`config.mk`:
```
export PLATFORM = sky130hd
export DESIGN_NAME = base64_decoder_checked
export DESIGN_NICKNAME = d
export VERILOG_FILES = /design/src/rtl/b64d_pkg.sv /design/src/rtl/b64d_fifo.sv /design/src/rtl/b64d_front.sv /design/src/rtl/b64d_back.sv /design/src/rtl/base64_decoder_checked.sv
export SDC_FILE = /design/constraint.sdc
export NUM_CORES = 1
export LEC_CHECK = 0
export ABC_AREA = 1
export BUFFER_PORTS_ARGS = -buffer_cell sky130_fd_sc_hd__clkbuf_2
export CAP_MARGIN = 20
export CORE_MARGIN = 5
export CORE_UTILIZATION = 45
export CTS_CLUSTER_DIAMETER = 150
export DETAILED_ROUTE_END_ITERATION = 16
export MAX_ROUTING_LAYER = met4
export PLACE_DENSITY = 0.67
export SKIP_CTS_REPAIR_TIMING = 1
export SYNTH_ARGS = -nofsm -noshare
export SYNTH_HDL_FRONTEND = slang
export SYNTH_HIERARCHICAL = 1
export SYNTH_SLANG_ARGS = --single-unit
```
`constraint.sdc`:
```
create_clock -name clk -period 4.7 [get_ports clk]
set_input_delay 0 -clock clk [delete_from_list [all_inputs] [get_ports clk]]
set_output_delay 0 -clock clk [all_outputs]
set_load 0.05 [all_outputs]
```
`src/rtl/b64d_pkg.sv`:
```
// Shared types and constants for the streaming Base64 decoder.
// Used by the front end, the back end and the top level; depends on nothing.
package b64d_pkg;

  // One request on the input channel
  typedef struct packed {
    logic [7:0] char_code;
    logic       end_of_text;
  } in_item_t;

  // One result on the output channel
  typedef struct packed {
    logic [7:0]  data_byte;
    logic        is_status;
    logic        decode_ok;
    logic [23:0] byte_count;
  } out_item_t;

  // Token classes handed from the front end to the back end
  localparam logic [1:0] TK_SEXTET = 2'd0;
  localparam logic [1:0] TK_PAD    = 2'd1;
  localparam logic [1:0] TK_BAD    = 2'd2;
  localparam logic [1:0] TK_EOT    = 2'd3;

  // Classified character
  typedef struct packed {
    logic [1:0] kind;
    logic [5:0] value;
  } token_t;

  // Padding states
  localparam logic [1:0] PAD_NONE = 2'd0;
  localparam logic [1:0] PAD_WAIT = 2'd1;
  localparam logic [1:0] PAD_DONE = 2'd2;

  localparam logic [7:0] PAD_CHAR   = 8'h3d;
  localparam logic [5:0] LOW4_MASK  = 6'h0f;
  localparam logic [5:0] LOW2_MASK  = 6'h03;

endpackage

```
`src/rtl/b64d_fifo.sv`:
```
// Two-entry queue used between front and back end and at the output.
// Generic payload width; no package dependency.
module b64d_fifo #(
  parameter int W = 8
) (
  input  logic         clk,
  input  logic         rst_n,
  input  logic         push,
  input  logic [W-1:0] wdata,
  output logic         full,
  input  logic         pop,
  output logic [W-1:0] rdata,
  output logic         empty
);

  localparam int DEPTH = 2;
  localparam int AW    = $clog2(DEPTH);

  logic [W-1:0]  mem [DEPTH];
  logic [AW-1:0] wptr_r, rptr_r;
  logic [AW:0]   cnt_r;
  logic          do_push, do_pop;

  assign full    = (cnt_r == (AW+1)'(DEPTH));
  assign empty   = (cnt_r == '0);
  assign do_push = push && !full;
  assign do_pop  = pop && !empty;
  assign rdata   = mem[rptr_r];

  // Storage
  always_ff @(posedge clk) begin
    if (do_push) begin
      mem[wptr_r] <= wdata;
    end
  end

  // Pointers and fill count
  always_ff @(posedge clk) begin
    if (!rst_n) begin
      wptr_r <= '0;
      rptr_r <= '0;
      cnt_r  <= '0;
    end else begin
      if (do_push) wptr_r <= wptr_r + 1'b1;
      if (do_pop)  rptr_r <= rptr_r + 1'b1;
      if (do_push && !do_pop)      cnt_r <= cnt_r + 1'b1;
      else if (do_pop && !do_push) cnt_r <= cnt_r - 1'b1;
    end
  end

endmodule

```
`src/rtl/b64d_front.sv`:
```
// Front end: classifies each incoming character into a token.
// Whitespace is dropped here. Depends on b64d_pkg.
module b64d_front (
  input  logic               in_push,
  input  b64d_pkg::in_item_t in_item,
  input  logic               tok_full,
  output logic               tok_push,
  output b64d_pkg::token_t   tok
);

  logic [7:0] c;
  logic       blank;
  logic [7:0] v8;
  logic [1:0] kind;

  assign c = in_item.char_code;

  // Space, tab, LF, VT, FF, CR
  assign blank = (c == 8'h20) || (c >= 8'h09 && c <= 8'h0d);

  // Alphabet lookup
  always_comb begin
    v8   = 8'd0;
    kind = b64d_pkg::TK_SEXTET;
    if (in_item.end_of_text) begin
      kind = b64d_pkg::TK_EOT;
    end else if (c == b64d_pkg::PAD_CHAR) begin
      kind = b64d_pkg::TK_PAD;
    end else if (c >= 8'h41 && c <= 8'h5a) begin
      v8 = c - 8'd65;
    end else if (c >= 8'h61 && c <= 8'h7a) begin
      v8 = c - 8'd71;
    end else if (c >= 8'h30 && c <= 8'h39) begin
      v8 = c + 8'd4;
    end else if (c == 8'h2b) begin
      v8 = 8'd62;
    end else if (c == 8'h2f) begin
      v8 = 8'd63;
    end else begin
      kind = b64d_pkg::TK_BAD;
    end
  end

  assign tok.kind  = kind;
  assign tok.value = v8[5:0];
  assign tok_push  = in_push && !tok_full && (in_item.end_of_text || !blank);

endmodule

```
`src/rtl/b64d_back.sv`:
```
// Back end: group phase, padding checks, byte assembly and counting.
// Depends on b64d_pkg.
module b64d_back #(
  parameter int COUNT_BITS = 24
) (
  input  logic                clk,
  input  logic                rst_n,
  input  logic                tok_valid,
  input  b64d_pkg::token_t    tok,
  output logic                tok_pop,
  input  logic                res_full,
  output logic                res_push,
  output b64d_pkg::out_item_t res
);

  logic [1:0]            phase_r, phase_nxt;
  logic [1:0]            pad_r, pad_nxt;
  logic                  err_r, err_nxt;
  logic [7:0]            part_r, part_nxt;
  logic [COUNT_BITS-1:0] cnt_r, cnt_nxt;
  logic [COUNT_BITS+23:0] cnt_ext;
  logic [COUNT_BITS+23:0] cnt_cur_ext;
  logic                  emit_byte, emit_stat, ok;
  logic [7:0]            byte_val;
  logic [5:0]            v;
  logic [5:0]            v_lo4, v_lo2;

  assign tok_pop     = tok_valid && !res_full;
  assign v           = tok.value;
  assign v_lo4       = v & b64d_pkg::LOW4_MASK;
  assign v_lo2       = v & b64d_pkg::LOW2_MASK;
  assign cnt_ext     = {24'd0, cnt_nxt};
  assign cnt_cur_ext = {24'd0, cnt_r};

  // Next-state decode for one token
  always_comb begin
    phase_nxt = phase_r;
    pad_nxt   = pad_r;
    err_nxt   = err_r;
    part_nxt  = part_r;
    cnt_nxt   = cnt_r;
    emit_byte = 1'b0;
    emit_stat = 1'b0;
    byte_val  = 8'd0;
    ok        = !err_r && (pad_r != b64d_pkg::PAD_WAIT) &&
                !(pad_r == b64d_pkg::PAD_NONE && phase_r != 2'd0);
    if (tok.kind == b64d_pkg::TK_EOT) begin
      emit_stat = 1'b1;
      phase_nxt = 2'd0;
      pad_nxt   = b64d_pkg::PAD_NONE;
      err_nxt   = 1'b0;
      part_nxt  = 8'd0;
      cnt_nxt   = '0;
    end else if (err_r) begin
      // ignore everything until the end marker
    end else if (pad_r != b64d_pkg::PAD_NONE) begin
      if (pad_r == b64d_pkg::PAD_WAIT && tok.kind == b64d_pkg::TK_PAD) begin
        pad_nxt = b64d_pkg::PAD_DONE;
      end else begin
        err_nxt = 1'b1;
      end
    end else if (tok.kind == b64d_pkg::TK_PAD) begin
      if (phase_r < 2'd2 || part_r != 8'd0) begin
        err_nxt = 1'b1;
      end else begin
        pad_nxt = (phase_r == 2'd2) ? b64d_pkg::PAD_WAIT : b64d_pkg::PAD_DONE;
      end
    end else if (tok.kind == b64d_pkg::TK_BAD) begin
      err_nxt = 1'b1;
    end else begin
      case (phase_r)
        2'd0: begin
          part_nxt  = {v, 2'b00};
          phase_nxt = 2'd1;
        end
        2'd1: begin
          byte_val  = part_r | {6'd0, v[5:4]};
          part_nxt  = {v_lo4[3:0], 4'd0};
          phase_nxt = 2'd2;
          emit_byte = 1'b1;
        end
        2'd2: begin
          byte_val  = part_r | {4'd0, v[5:2]};
          part_nxt  = {v_lo2[1:0], 6'd0};
          phase_nxt = 2'd3;
          emit_byte = 1'b1;
        end
        default: begin
          byte_val  = part_r | {2'd0, v};
          part_nxt  = 8'd0;
          phase_nxt = 2'd0;
          emit_byte = 1'b1;
        end
      endcase
      // saturating byte count
      if (emit_byte && cnt_r != {COUNT_BITS{1'b1}}) begin
        cnt_nxt = cnt_r + 1'b1;
      end
    end
  end

  // Result formatting
  always_comb begin
    res.data_byte  = byte_val;
    res.is_status  = emit_stat;
    res.decode_ok  = emit_stat && ok;
    res.byte_count = emit_stat ? cnt_cur_ext[23:0] : cnt_ext[23:0];
  end

  assign res_push = tok_pop && (emit_byte || emit_stat);

  // Decoder state
  always_ff @(posedge clk) begin
    if (!rst_n) begin
      phase_r <= 2'd0;
      pad_r   <= b64d_pkg::PAD_NONE;
      err_r   <= 1'b0;
      part_r  <= 8'd0;
      cnt_r   <= '0;
    end else if (tok_pop) begin
      phase_r <= phase_nxt;
      pad_r   <= pad_nxt;
      err_r   <= err_nxt;
      part_r  <= part_nxt;
      cnt_r   <= cnt_nxt;
    end
  end

endmodule

```
`src/rtl/base64_decoder_checked.sv`:
```
// Top level of the streaming Base64 decoder with strict padding checks.
// Depends on b64d_pkg, b64d_fifo, b64d_front and b64d_back.
//
// Usage:
//  - Input channel: drive in_item with one character (or end_of_text = 1)
//    and raise in_push; the request is taken on a clock edge where in_full
//    is low. Whitespace is dropped on entry and causes no result.
//  - Output channel: while out_empty is low, out_item holds the oldest
//    result; raise out_pop to take it. A result is either a decoded byte
//    (is_status = 0) or the end-of-string status with ok flag and count.
//  - Path: the accepting edge writes the token queue; a later edge passes the
//    token through the decode stage into the output queue, once that queue
//    has room.
//  - Throughput: one character per cycle while out_pop keeps taking results;
//    the decode stage and the two-entry queues on each side set this rate.
//  - Stall: when out_pop stays low the output queue fills, the decode stage
//    halts, the token queue fills and in_full rises; no request is lost.
//  - Reset (rst_n low, synchronous) empties both queues and clears phase,
//    padding state, error flag, partial byte and byte count.
module base64_decoder_checked #(
  parameter int COUNT_BITS = 24
) (
  input  logic                clk,
  input  logic                rst_n,
  input  logic                in_push,
  input  b64d_pkg::in_item_t  in_item,
  output logic                in_full,
  output logic                out_empty,
  input  logic                out_pop,
  output b64d_pkg::out_item_t out_item
);

  localparam int TW = $bits(b64d_pkg::token_t);
  localparam int OW = $bits(b64d_pkg::out_item_t);

  logic                tok_push, tok_full, tok_empty, tok_pop;
  b64d_pkg::token_t    tok_in, tok_out;
  logic                res_push, res_full;
  b64d_pkg::out_item_t res;

  // Character classification
  b64d_front u_front (
    .in_push  (in_push),
    .in_item  (in_item),
    .tok_full (tok_full),
    .tok_push (tok_push),
    .tok      (tok_in)
  );

  assign in_full = tok_full;

  // Queue between front and back end
  b64d_fifo #(.W(TW)) u_tok_q (
    .clk   (clk),
    .rst_n (rst_n),
    .push  (tok_push),
    .wdata (tok_in),
    .full  (tok_full),
    .pop   (tok_pop),
    .rdata (tok_out),
    .empty (tok_empty)
  );

  // Decode stage
  b64d_back #(.COUNT_BITS(COUNT_BITS)) u_back (
    .clk       (clk),
    .rst_n     (rst_n),
    .tok_valid (!tok_empty),
    .tok       (tok_out),
    .tok_pop   (tok_pop),
    .res_full  (res_full),
    .res_push  (res_push),
    .res       (res)
  );

  // Result queue
  b64d_fifo #(.W(OW)) u_res_q (
    .clk   (clk),
    .rst_n (rst_n),
    .push  (res_push),
    .wdata (res),
    .full  (res_full),
    .pop   (out_pop),
    .rdata (out_item),
    .empty (out_empty)
  );

endmodule

```
==> results of run 1 <==
==> cells by family after synthesis <==
group | after synthesis
multiplexers | 42
buffers and inverters | 129
AND/OR/NAND/NOR | 319
XOR/XNOR | 8
adder cells (fa/ha/maj) | 18
AO/OA/AOI/OAI | 141
flip-flops | 129
==> cells in the mapped netlist (2+ instances only) <==
master,number
a211oi_1,5
a21oi_1,45
a21oi_2,3
a221oi_1,2
buf_12,3
buf_2,5
buf_4,3
buf_6,4
clkbuf_1,11
dfxtp_1,45
edfxtp_1,84
ha_1,18
inv_1,87
inv_2,13
mux2_2,12
mux2_4,30
nand2_1,120
nand2_2,6
nand2_4,6
nand3_1,75
nand3_2,2
nand3b_1,3
nand4_1,22
nor2_1,57
nor2_2,8
nor2_4,7
nor3_1,7
o211ai_1,3
o21ai_0,52
o21ai_1,19
o21ai_2,4
o22ai_1,2
o31ai_1,2
xor2_1,7
==> power groups by stage <==
stage | Combinational [mW] | Clock (mW) | Sequential, mW
2_1_floorplan | 1.78 | 0 | 1.78
3_3_place_gp | 2.11 | 0 | 1.84
3_5_place_dp | 2.14 | 0 | 1.85
4_1_cts | 2.15 | 1.35 | 1.83
5_1_grt | 2.39 | 1.40 | 1.87
6_report | 2.16 | 1.33 | 1.83
==> routing by layer <==
layer / GRT usage / vias to the layer above / wire (um)
met3: 0.0349 / 13 / 653
met4: 0.0538 / 0 / 161
met5: - / - / 0
met2: 0.244 / 122 / 6390
li1: - / 2792 / -
met1: 0.234 / 2427 / 7100
==> through the flow <==
step / hold WS [ns] / instances
floorplan: 0.121 / 786
global placement: 0.390 / 1026
detailed placement: 0.398 / 1026
CTS: -0.0422 / 1057
global route: 0.0242 / 1059
finish: -0.0169 / 1059
==> final timing paths <==
path	cells after the start	slack, ns	to
worst max-delay path	9	1.77	u_res_q/mem[0][26]$_DFFE_PP_
worst max register to register	9	1.77	u_res_q/mem[0][26]$_DFFE_PP_
worst min register to register	2	0.49	u_back/part_r[4]$_SDFFE_PN0P_
worst min-delay path	5	-0.02	register
==> layout make-up <==
class	count	area [um^2]
fillers	1463	7610
flip-flops and latches	129	3420
multi-input cells	528	3240
clock buffers	17	425
inverters	102	384
repair buffers	53	303
well taps	216	270
clock inverters	14	171
==> flip-flops by register name, indices dropped and copies added (netlist names), named ones only <==
| signal | count |
|---|---|
| u_back/cnt_r | 24 |
| u_back/err_r | 1 |
| u_back/pad_r | 2 |
| u_back/part_r | 6 |
| u_back/phase_r | 2 |
| u_res_q/cnt_r | 2 |
| u_res_q/mem | 68 |
| u_res_q/rptr_r | 1 |
| u_res_q/wptr_r | 1 |
| u_tok_q/cnt_r | 2 |
| u_tok_q/mem | 16 |
| u_tok_q/rptr_r | 1 |
| u_tok_q/wptr_r | 1 |
==> worst register-to-register path: cells and delay by family (launching register included) <==
family,cells,cell delay [ns]
buf+inv,2,0.38
simple gates,4,0.90
flops,1,0.51
mux,1,0.40
compound gates,2,0.44
==> impl_metrics.py, run 1 <==
metrics = {
    "run_status": {
        "status": "finished with violations",
        "violations": "negative hold slack",
    },
    "die": {
        "dieArea_um2": 18700,
        "die_y_um": 137,
        "die_x_um": 137,
        "ios": 49,
        "coreArea_um2": 15800,
        "initial_core_util": 0.457,
        "rows": 46,
    },
    "sta": {
        "hold_viol": 2,
        "setup_slack_ns": 1.77,
        "setup_viol": 0,
        "whs_ns": -0.0169,
        "fmaxAchievable_mhz": 341,
        "period_needed_ns": 2.93,
        "setup_tns_ns": 0,
        "fin_skew_ns": 0.0124,
        "drv_slew": 0,
        "worst_slew_pin_slew_ns": 0.736,
        "period_share": 0.624,
        "rsz0062_at_grt": "false",
        "maxSlewHeadroom": 0.505,
    },
    "routing": {
        "drc": 0,
        "drtIter0Drc": 359,
        "via_per_inst": 5.06,
        "wl_per_cell_um": 13.5,
        "ant_nets": 0,
        "routed-via-count": 5354,
        "totalWireLength_um": 14300,
        "first_pass_iters": 5,
    },
    "global_routing": {
        "antenna_found_initial": 0,
        "grt_pass1_vias": 4863,
        "grt_usage": 0.167,
        "grt_pass1_wl_um": 24000,
        "grt_max_degree": 53,
        "grt-ovfl-total": 0,
    },
    "finish": {
        "final_nets": 862,
        "final_core_util": 0.519,
        "design_area_um2": 8210,
        "syn2layout_area_growth_pct": 13.7,
        "antennaDiodeCount": 0,
        "final_cell_mix": "120 x nand2_1, 87 x inv_1, 84 x edfxtp_1",
        "drive_gt1_frac": 0.214,
        "layout_commonest_cell": "nand2_1",
    },
    "placed_design": {
        "io_buffers": 48,
        "dpl.hpwl_um": 9840,
        "place_ws_ns": 1.37,
        "placedInstanceArea_um2": 7580,
        "globalplace.congestion": 0.885,
    },
    "clock_tree": {
        "cts_htree_levels": 4,
        "clock-root-buffer": "clkbuf_16",
        "clock-sinks": 129,
        "insertion_delay_ns": 0.42,
        "clkSlewWorstSetupHoldPaths_ns": 0.05,
        "cts.path.max_buffers": 2,
        "numCtsBuffers": 17,
        "cts_tree": "yes",
    },
    "synth": {
        "synth_seq_area_share": 0.474,
        "avgSynthCellArea_um2": 9.19,
        "synth_area_um2": 7230,
        "postSynth.asyncResetShare": 0,
        "syn_nets": 817,
        "synth_top_family_by_area": "simple AND/OR/NAND/NOR gates",
        "synth-seq-cells": 129,
        "synth_compound_area_frac": 0.108,
        "yosysUniqueCellTypes": 48,
        "synth-xor-area-share": 0.00970,
        "synth-simple-area-share": 0.216,
        "synth_edf_count": 84,
        "synth_fa_ha_area_frac": 0.0312,
        "synthDominantCellAreaShare": 0.349,
        "muxShareOfSynthArea": 0.0810,
        "synth_top_cell_by_area": "edfxtp_1",
        "netlist_instances": 786,
        "synth_area_leaders": "edfxtp_1 35%, dfxtp_1 12%, mux2_4 6.2%",
        "yosysWarningCount": 6,
        "yosys_most_used_dff": "edfxtp_1",
    },
    "power_and_ir_drop": {
        "power_mw": 5.31,
        "p_seq_frac": 0.344,
        "p_int_mw": 3.14,
        "powerDensity_nw_per_um2": 647,
        "p_leak_nw": 3.30,
        "p_sw_mw": 2.17,
        "power_frac_comb": 0.406,
        "clkPwrFrac": 0.250,
        "p_sw_frac": 0.409,
        "ir_drop_uv": 328,
    },
    "setup_path": {
        "cp.buffers_inverters": 2,
        "crit_type": "reg -> reg",
        "endpoint_kind": "register",
        "arrival_ns": 3.04,
        "slowest_stage": "dfxtp_1",
        "crit_fanout": 24,
        "slowest_delay_ns": 0.51,
        "critPathTopFamily": "simple AND/OR/NAND/NOR gates",
        "cp.required_ns": 4.81,
        "cp_cell_sequence": "mux2_2 > nand2_1 > nand2_1 > nor2_4 > inv_2 > o21ai_0 > o21ai_2 > nor2_4 > buf_12",
        "start_kind": "register",
    },
    "hold_path": {
        "min_from": "out_pop",
        "hp-class": "in -> reg",
    },
    "run": {
        "drv_cap": 0,
    },
}
(Power assumes the default switching activity.)
==> run 2, diff against run 1 <==
--- a/config.mk
+++ b/config.mk
@@ -13,7 +13,7 @@
 export CTS_CLUSTER_DIAMETER = 150
 export DETAILED_ROUTE_END_ITERATION = 16
 export MAX_ROUTING_LAYER = met4
-export PLACE_DENSITY = 0.67
+export PLACE_DENSITY = 0.7
 export SKIP_CTS_REPAIR_TIMING = 1
 export SYNTH_ARGS = -nofsm -noshare
 export SYNTH_HDL_FRONTEND = slang
==> constraint.sdc (replaced) <==
create_clock -name clk -period 2.5 [get_ports clk]
set_input_delay 0 -clock clk [delete_from_list [all_inputs] [get_ports clk]]
set_output_delay 0 -clock clk [all_outputs]
set_load 0.05 [all_outputs]
==> run 2 against run 1 <==
Effect of this change:
- the run still ends with negative hold slack left
- utilization grew 1.1 points
- power is 95% higher
- clock power rose by 110%
- non-clock buffer count grew 11
- critical path depth rose by 6
==> impl_metrics.py, run 2 (same netlist as run 1, synthesis figures left out) <==
metrics = {
    "run_status": {
        "status": "finished with violations",
        "violations": "negative hold slack",
    },
    "finish": {
        "final_nets": 873,
        "regMostFlops": "u_res_q/mem",
        "largest_register_ffs": 68,
        "drive_gt1_frac": 0.229,
        "final_cell_mix": "119 x nand2_1, 87 x inv_1, 84 x edfxtp_1",
        "antennaDiodeCount": 0,
        "fillers": 1440,
        "layout_commonest_cell": "nand2_1",
        "top_regs": "u_res_q/mem (68), u_back/cnt_r (24), u_tok_q/mem (16)",
        "syn2layout_area_growth_pct": 16.1,
        "design_area_um2": 8390,
    },
    "power_and_ir_drop": {
        "p_leak_nw": 3.40,
        "powerDensity_nw_per_um2": 1240,
        "ir_drop_uv": 670,
    },
    "placed_design": {
        "io_buffers": 48,
        "dpl.hpwl_um": 10700,
        "placedInstanceArea_um2": 7720,
        "place_ws_ns": 0.136,
        "globalplace.congestion": 0.865,
    },
    "sta": {
        "period_needed_ns": 2.31,
        "period_share": 0.925,
        "maxSlewHeadroom": 0.616,
        "fmaxAchievable_mhz": 432,
        "setup_slack_ns": 0.188,
        "fin_skew_ns": 0.00894,
        "worst_slew_pin_slew_ns": 0.571,
        "setup_tns_ns": 0,
        "whs_ns": -0.0303,
        "drv_slew": 0,
        "rsz0062_at_grt": "false",
        "setup_viol": 0,
        "hold_viol": 2,
    },
    "clock_tree": {
        "cts_tree": "yes",
        "insertion_delay_ns": 0.41,
        "clock-sinks": 129,
        "cts.path.max_buffers": 2,
        "clock-root-buffer": "clkbuf_16",
        "clkSlewWorstSetupHoldPaths_ns": 0.06,
        "numCtsBuffers": 17,
        "cts_htree_levels": 4,
    },
    "setup_path": {
        "crit_fanout": 5,
        "reg2reg_depth": 15,
        "crit_path_end": "u_res_q/cnt_r[1]$_SDFFE_PN0P_",
        "cp_num_cells": 15,
        "slowest_delay_ns": 0.37,
        "cpMostUsedCell": "inv_1",
        "cp.required_ns": 2.85,
        "start_kind": "register",
        "crit_type": "reg -> reg",
        "slowest_stage": "dfxtp_1",
        "rr_endpoint": "u_res_q/cnt_r[1]$_SDFFE_PN0P_",
        "cp_cell_sequence": "mux2_2 > inv_1 > nand2_1 > nand2_2 > nor2_4 > inv_2 > o21ai_1 > o21ai_2 > inv_1 > ha_1 > inv_1 > nand3_1 > nand2_1 > inv_1 > nor2_1",
        "r2r_setup_slack_ns": 0.19,
        "arrival_ns": 2.66,
        "cp.buffers_inverters": 5,
        "endpoint_kind": "register",
        "critPathTopFamily": "simple AND/OR/NAND/NOR gates",
    },
    "routing": {
        "first_pass_iters": 5,
        "totalWireLength_um": 15000,
        "via_per_inst": 5.23,
        "ant_nets": 0,
        "routed-via-count": 5604,
        "drc": 0,
        "wl_per_cell_um": 14.0,
        "drtIter0Drc": 470,
    },
    "die": {
        "die_y_um": 137,
        "initial_core_util": 0.457,
        "die_x_um": 137,
        "rows": 46,
        "coreArea_um2": 15800,
        "dieArea_um2": 18700,
        "ios": 49,
    },
    "global_routing": {
        "grt_usage": 0.172,
        "grt_max_degree": 53,
        "grt-ovfl-total": 0,
        "antenna_found_initial": 0,
        "grt_pass1_wl_um": 25100,
        "grt_pass1_vias": 5191,
    },
    "run": {
        "drv_cap": 0,
    },
    "hold_path": {
        "hold_depth": 5,
        "hp-class": "in -> reg",
    },
}
[run 2: cell count changes in the layout (fill, tap and decap cells not counted), moves of 2 or more]
cell | previous run | this run
clkinv_2 | 5 | 3
clkinv_1 | 5 | 2
inv_6 | 0 | 2
buf_12 | 2 | 4
clkbuf_8 | 0 | 2
buf_4 | 3 | 11
[run 2: worst min path at each step]
stage	slack [ns]	startpoint	end
2_1_floorplan	0.12	rst_n	u_res_q/cnt_r[1]$_SDFFE_PN0P_
3_3_place_gp	0.37	in_item[0]	u_tok_q/mem[0][7]$_DFFE_PP_
3_5_place_dp	0.39	in_item[0]	u_tok_q/mem[0][6]$_DFFE_PP_
4_1_cts	-0.04	in_item[0]	u_tok_q/mem[1][6]$_DFFE_PP_
5_1_grt	0.02	out_pop	register
6_report	-0.03	out_pop	register
[run 2: report_power, final]
| part | internal, mW | total [mW] | switching (mW) |
|---|---|---|---|
| logic | 1.31 | 4.18 | 2.86 |
| registers | 3.03 | 3.45 | 0.420 |
| clock network | 1.82 | 2.74 | 0.912 |
[run 2: per-stage QoR]
| step | std cells | util | total power [mW] | hold WS [ns] |
|---|---|---|---|---|
| 6_report | 1071 | 0.530 | 10.4 | -0.0303 |
| 5_1_grt | 1071 | 0.530 | 11.0 | 0.0208 |
| 4_1_cts | 1070 | 0.529 | 10.4 | -0.0447 |
| 3_5_place_dp | 1038 | 0.488 | 7.65 | 0.390 |
| 3_3_place_gp | 1038 | 0.488 | 7.57 | 0.370 |
| 2_1_floorplan | 786 | - | 6.69 | 0.121 |
[run 2: layout make-up]
| cell class | instances | area [um^2] | share of cell area |
|---|---|---|---|
| well taps | 216 | 270 | 0.0322 |
| flip-flops and latches | 129 | 3430 | 0.408 |
| inverters | 102 | 384 | 0.0458 |
| multi-input cells | 528 | 3240 | 0.386 |
| clock buffers | 19 | 453 | 0.0540 |
| repair buffers | 64 | 413 | 0.0492 |
| clock inverters | 13 | 206 | 0.0246 |
[run 2: worst reg2reg max path: stages, from the launching register on]
cell	delay (ns)
dfxtp_1	0.37
mux2_2	0.37
inv_1	0.06
nand2_1	0.08
nand2_2	0.13
nor2_4	0.05
inv_2	0.13
o21ai_1	0.10
o21ai_2	0.15
inv_1	0.11
ha_1	0.34
inv_1	0.09
nand3_1	0.09
nand2_1	0.07
inv_1	0.04
nor2_1	0.10
[run 2: metal layers]
metal	GRT usage	vias to the layer above	routed length [um]
met5	-	-	0
met4	0.0560	0	231
met3	0.0346	19	794
met2	0.258	183	6920
met1	0.236	2595	7090
li1	-	2807	-
==> run 3, diff against run 2 <==
--- a/config.mk
+++ b/config.mk
@@ -9,11 +9,11 @@
 export BUFFER_PORTS_ARGS = -buffer_cell sky130_fd_sc_hd__clkbuf_2
 export CAP_MARGIN = 20
 export CORE_MARGIN = 5
-export CORE_UTILIZATION = 45
+export CORE_UTILIZATION = 35
 export CTS_CLUSTER_DIAMETER = 150
 export DETAILED_ROUTE_END_ITERATION = 16
 export MAX_ROUTING_LAYER = met4
-export PLACE_DENSITY = 0.7
+export PLACE_DENSITY = 0.58
 export SKIP_CTS_REPAIR_TIMING = 1
 export SYNTH_ARGS = -nofsm -noshare
 export SYNTH_HDL_FRONTEND = slang
==> run 3 against run 2 <==
Effect of this change:
- the run still ends with negative hold slack left
- register-to-register slack improved by 0.05 ns
- die area rose by 26%
- via count fell by 2.9%
- cell count rose by 4.9%
- critical endpoint unchanged
- largest cell class unchanged
==> impl_metrics.py, run 3 (same netlist as run 1, synthesis figures left out) <==
metrics = {
    "power_and_ir_drop": {
        "powerDensity_nw_per_um2": 1200,
        "power_mw": 10.0,
        "p_leak_nw": 3.36,
        "ir_drop_uv": 585,
    },
    "run_status": {
        "violations": "negative hold slack",
        "status": "finished with violations",
    },
    "hold_path": {
        "hold_depth": 3,
        "hp-class": "in -> reg",
        "hold_end": "u_tok_q/mem[0][7]$_DFFE_PP_",
        "min_from": "in_item[0]",
    },
    "global_routing": {
        "grt_pass1_vias": 5289,
        "grt_usage": 0.136,
        "grt_max_degree": 53,
        "antenna_found_initial": 0,
        "grt_pass1_wl_um": 26000,
        "grt-ovfl-total": 0,
    },
    "sta": {
        "period_needed_ns": 2.27,
        "maxSlewHeadroom": 0.567,
        "worst_slew_pin_slew_ns": 0.649,
        "hold_viol": 6,
        "drv_slew": 0,
        "whs_ns": -0.0272,
        "fmaxAchievable_mhz": 441,
        "period_share": 0.907,
        "setup_viol": 0,
        "setup_tns_ns": 0,
        "fin_skew_ns": 0.00585,
    },
    "setup_path": {
        "start_kind": "register",
        "crit_fanout": 5,
        "slowest_delay_ns": 0.37,
        "cp.buffers_inverters": 5,
        "crit_type": "reg -> reg",
        "endpoint_kind": "register",
        "arrival_ns": 2.62,
        "cpMostUsedCell": "inv_1",
        "r2r_setup_slack_ns": 0.23,
        "reg2reg_depth": 15,
        "cp.required_ns": 2.85,
        "rr_endpoint": "u_res_q/cnt_r[1]$_SDFFE_PN0P_",
        "cp_cell_sequence": "mux2_2 > inv_1 > nand2_1 > nand2_2 > nor2_4 > inv_2 > o21ai_1 > o21ai_2 > inv_1 > ha_1 > inv_1 > nand3_1 > nand2_1 > inv_1 > nor2_1",
        "slowest_stage": "mux2_2",
        "critPathTopFamily": "simple AND/OR/NAND/NOR gates",
    },
    "run": {
        "drv_cap": 0,
    },
    "finish": {
        "largest_register_ffs": 68,
        "layout.cells.non_filler": 1124,
        "final_nets": 872,
        "top_regs": "u_res_q/mem (68), u_back/cnt_r (24), u_tok_q/mem (16)",
        "final_core_util": 0.412,
        "syn2layout_area_growth_pct": 15.8,
        "final_cell_mix": "119 x nand2_1, 87 x inv_1, 84 x edfxtp_1",
        "layout_commonest_cell": "nand2_1",
        "regMostFlops": "u_res_q/mem",
        "drive_gt1_frac": 0.225,
        "fillers": 2024,
        "antennaDiodeCount": 0,
    },
    "placed_design": {
        "globalplace.congestion": 0.847,
        "io_buffers": 48,
        "dpl.hpwl_um": 10600,
        "dp_cells": 1092,
    },
    "routing": {
        "drtIter0Drc": 401,
        "ant_nets": 0,
        "drc": 0,
        "via_per_inst": 4.84,
        "wl_per_cell_um": 13.4,
        "first_pass_iters": 7,
        "routed-via-count": 5441,
        "totalWireLength_um": 15100,
    },
    "die": {
        "initial_core_util": 0.356,
        "die_y_um": 154,
        "ios": 49,
        "rows": 52,
        "coreArea_um2": 20300,
        "dieArea_um2": 23600,
        "die_x_um": 154,
    },
    "clock_tree": {
        "clkSlewWorstSetupHoldPaths_ns": 0.05,
        "clock-sinks": 129,
        "insertion_delay_ns": 0.41,
        "clock-root-buffer": "clkbuf_16",
        "cts.path.max_buffers": 2,
        "cts_tree": "yes",
        "cts_htree_levels": 4,
        "numCtsBuffers": 17,
    },
}
==> run 3: layout make-up <==
cell class              count  area [um^2]  share of cell area
multi-input cells         528         3240               0.387
clock buffers              27          513              0.0613
flip-flops and latches    129         3430               0.410
well taps                 270          338              0.0404
repair buffers             63          390              0.0467
inverters                 102          384              0.0459
clock inverters             5         75.1             0.00898
==> run 3: report_power, final <==
group          internal, mW  leakage, nW  switching, mW
logic                  1.30         1.92           2.87
registers              3.03         1.15          0.383
clock network          1.59        0.291          0.826
==> run 3: tightest hold or removal path: cells and delay by family <==
family                 cells  cell delay, ns
AOI/OAI and AO/OA          1            0.11
buffers and inverters      2            0.14
==> run 3: worst max-delay path by stage <==
stage | startpoint | to | slack (ns) | cells past startpoint
after detailed placement | register | u_res_q/cnt_r[1]$_SDFFE_PN0P_ | 0.17 | 14
after global routing | register | u_res_q/cnt_r[1]$_SDFFE_PN0P_ | -0.004 | 15
after global placement | register | u_res_q/cnt_r[1]$_SDFFE_PN0P_ | 0.24 | 15
after CTS | register | u_res_q/cnt_r[1]$_SDFFE_PN0P_ | 0.15 | 15
after floorplan | register | u_res_q/mem[0][0]$_DFFE_PP_ | -0.34 | 9
final | register | u_res_q/cnt_r[1]$_SDFFE_PN0P_ | 0.23 | 15
==> run 3: metrics by stage <==
stage          setup slack [ns]  area, um^2
2_1_floorplan            -0.342        7230
3_3_place_gp              0.241        7770
3_5_place_dp              0.169        7770
4_1_cts                   0.152        8360
5_1_grt                -0.00429        8360
6_report                  0.233        8360
==> run 3: routing by layer <==
| metal | vias to the layer above | share of wire | track usage |
|---|---|---|---|
| met5 | - | 0 | - |
| met3 | 18 | 0.039 | 0.0256 |
| met2 | 113 | 0.45 | 0.206 |
| li1 | 2814 | - | - |
| met4 | 0 | 0.016 | 0.0463 |
| met1 | 2496 | 0.50 | 0.185 |
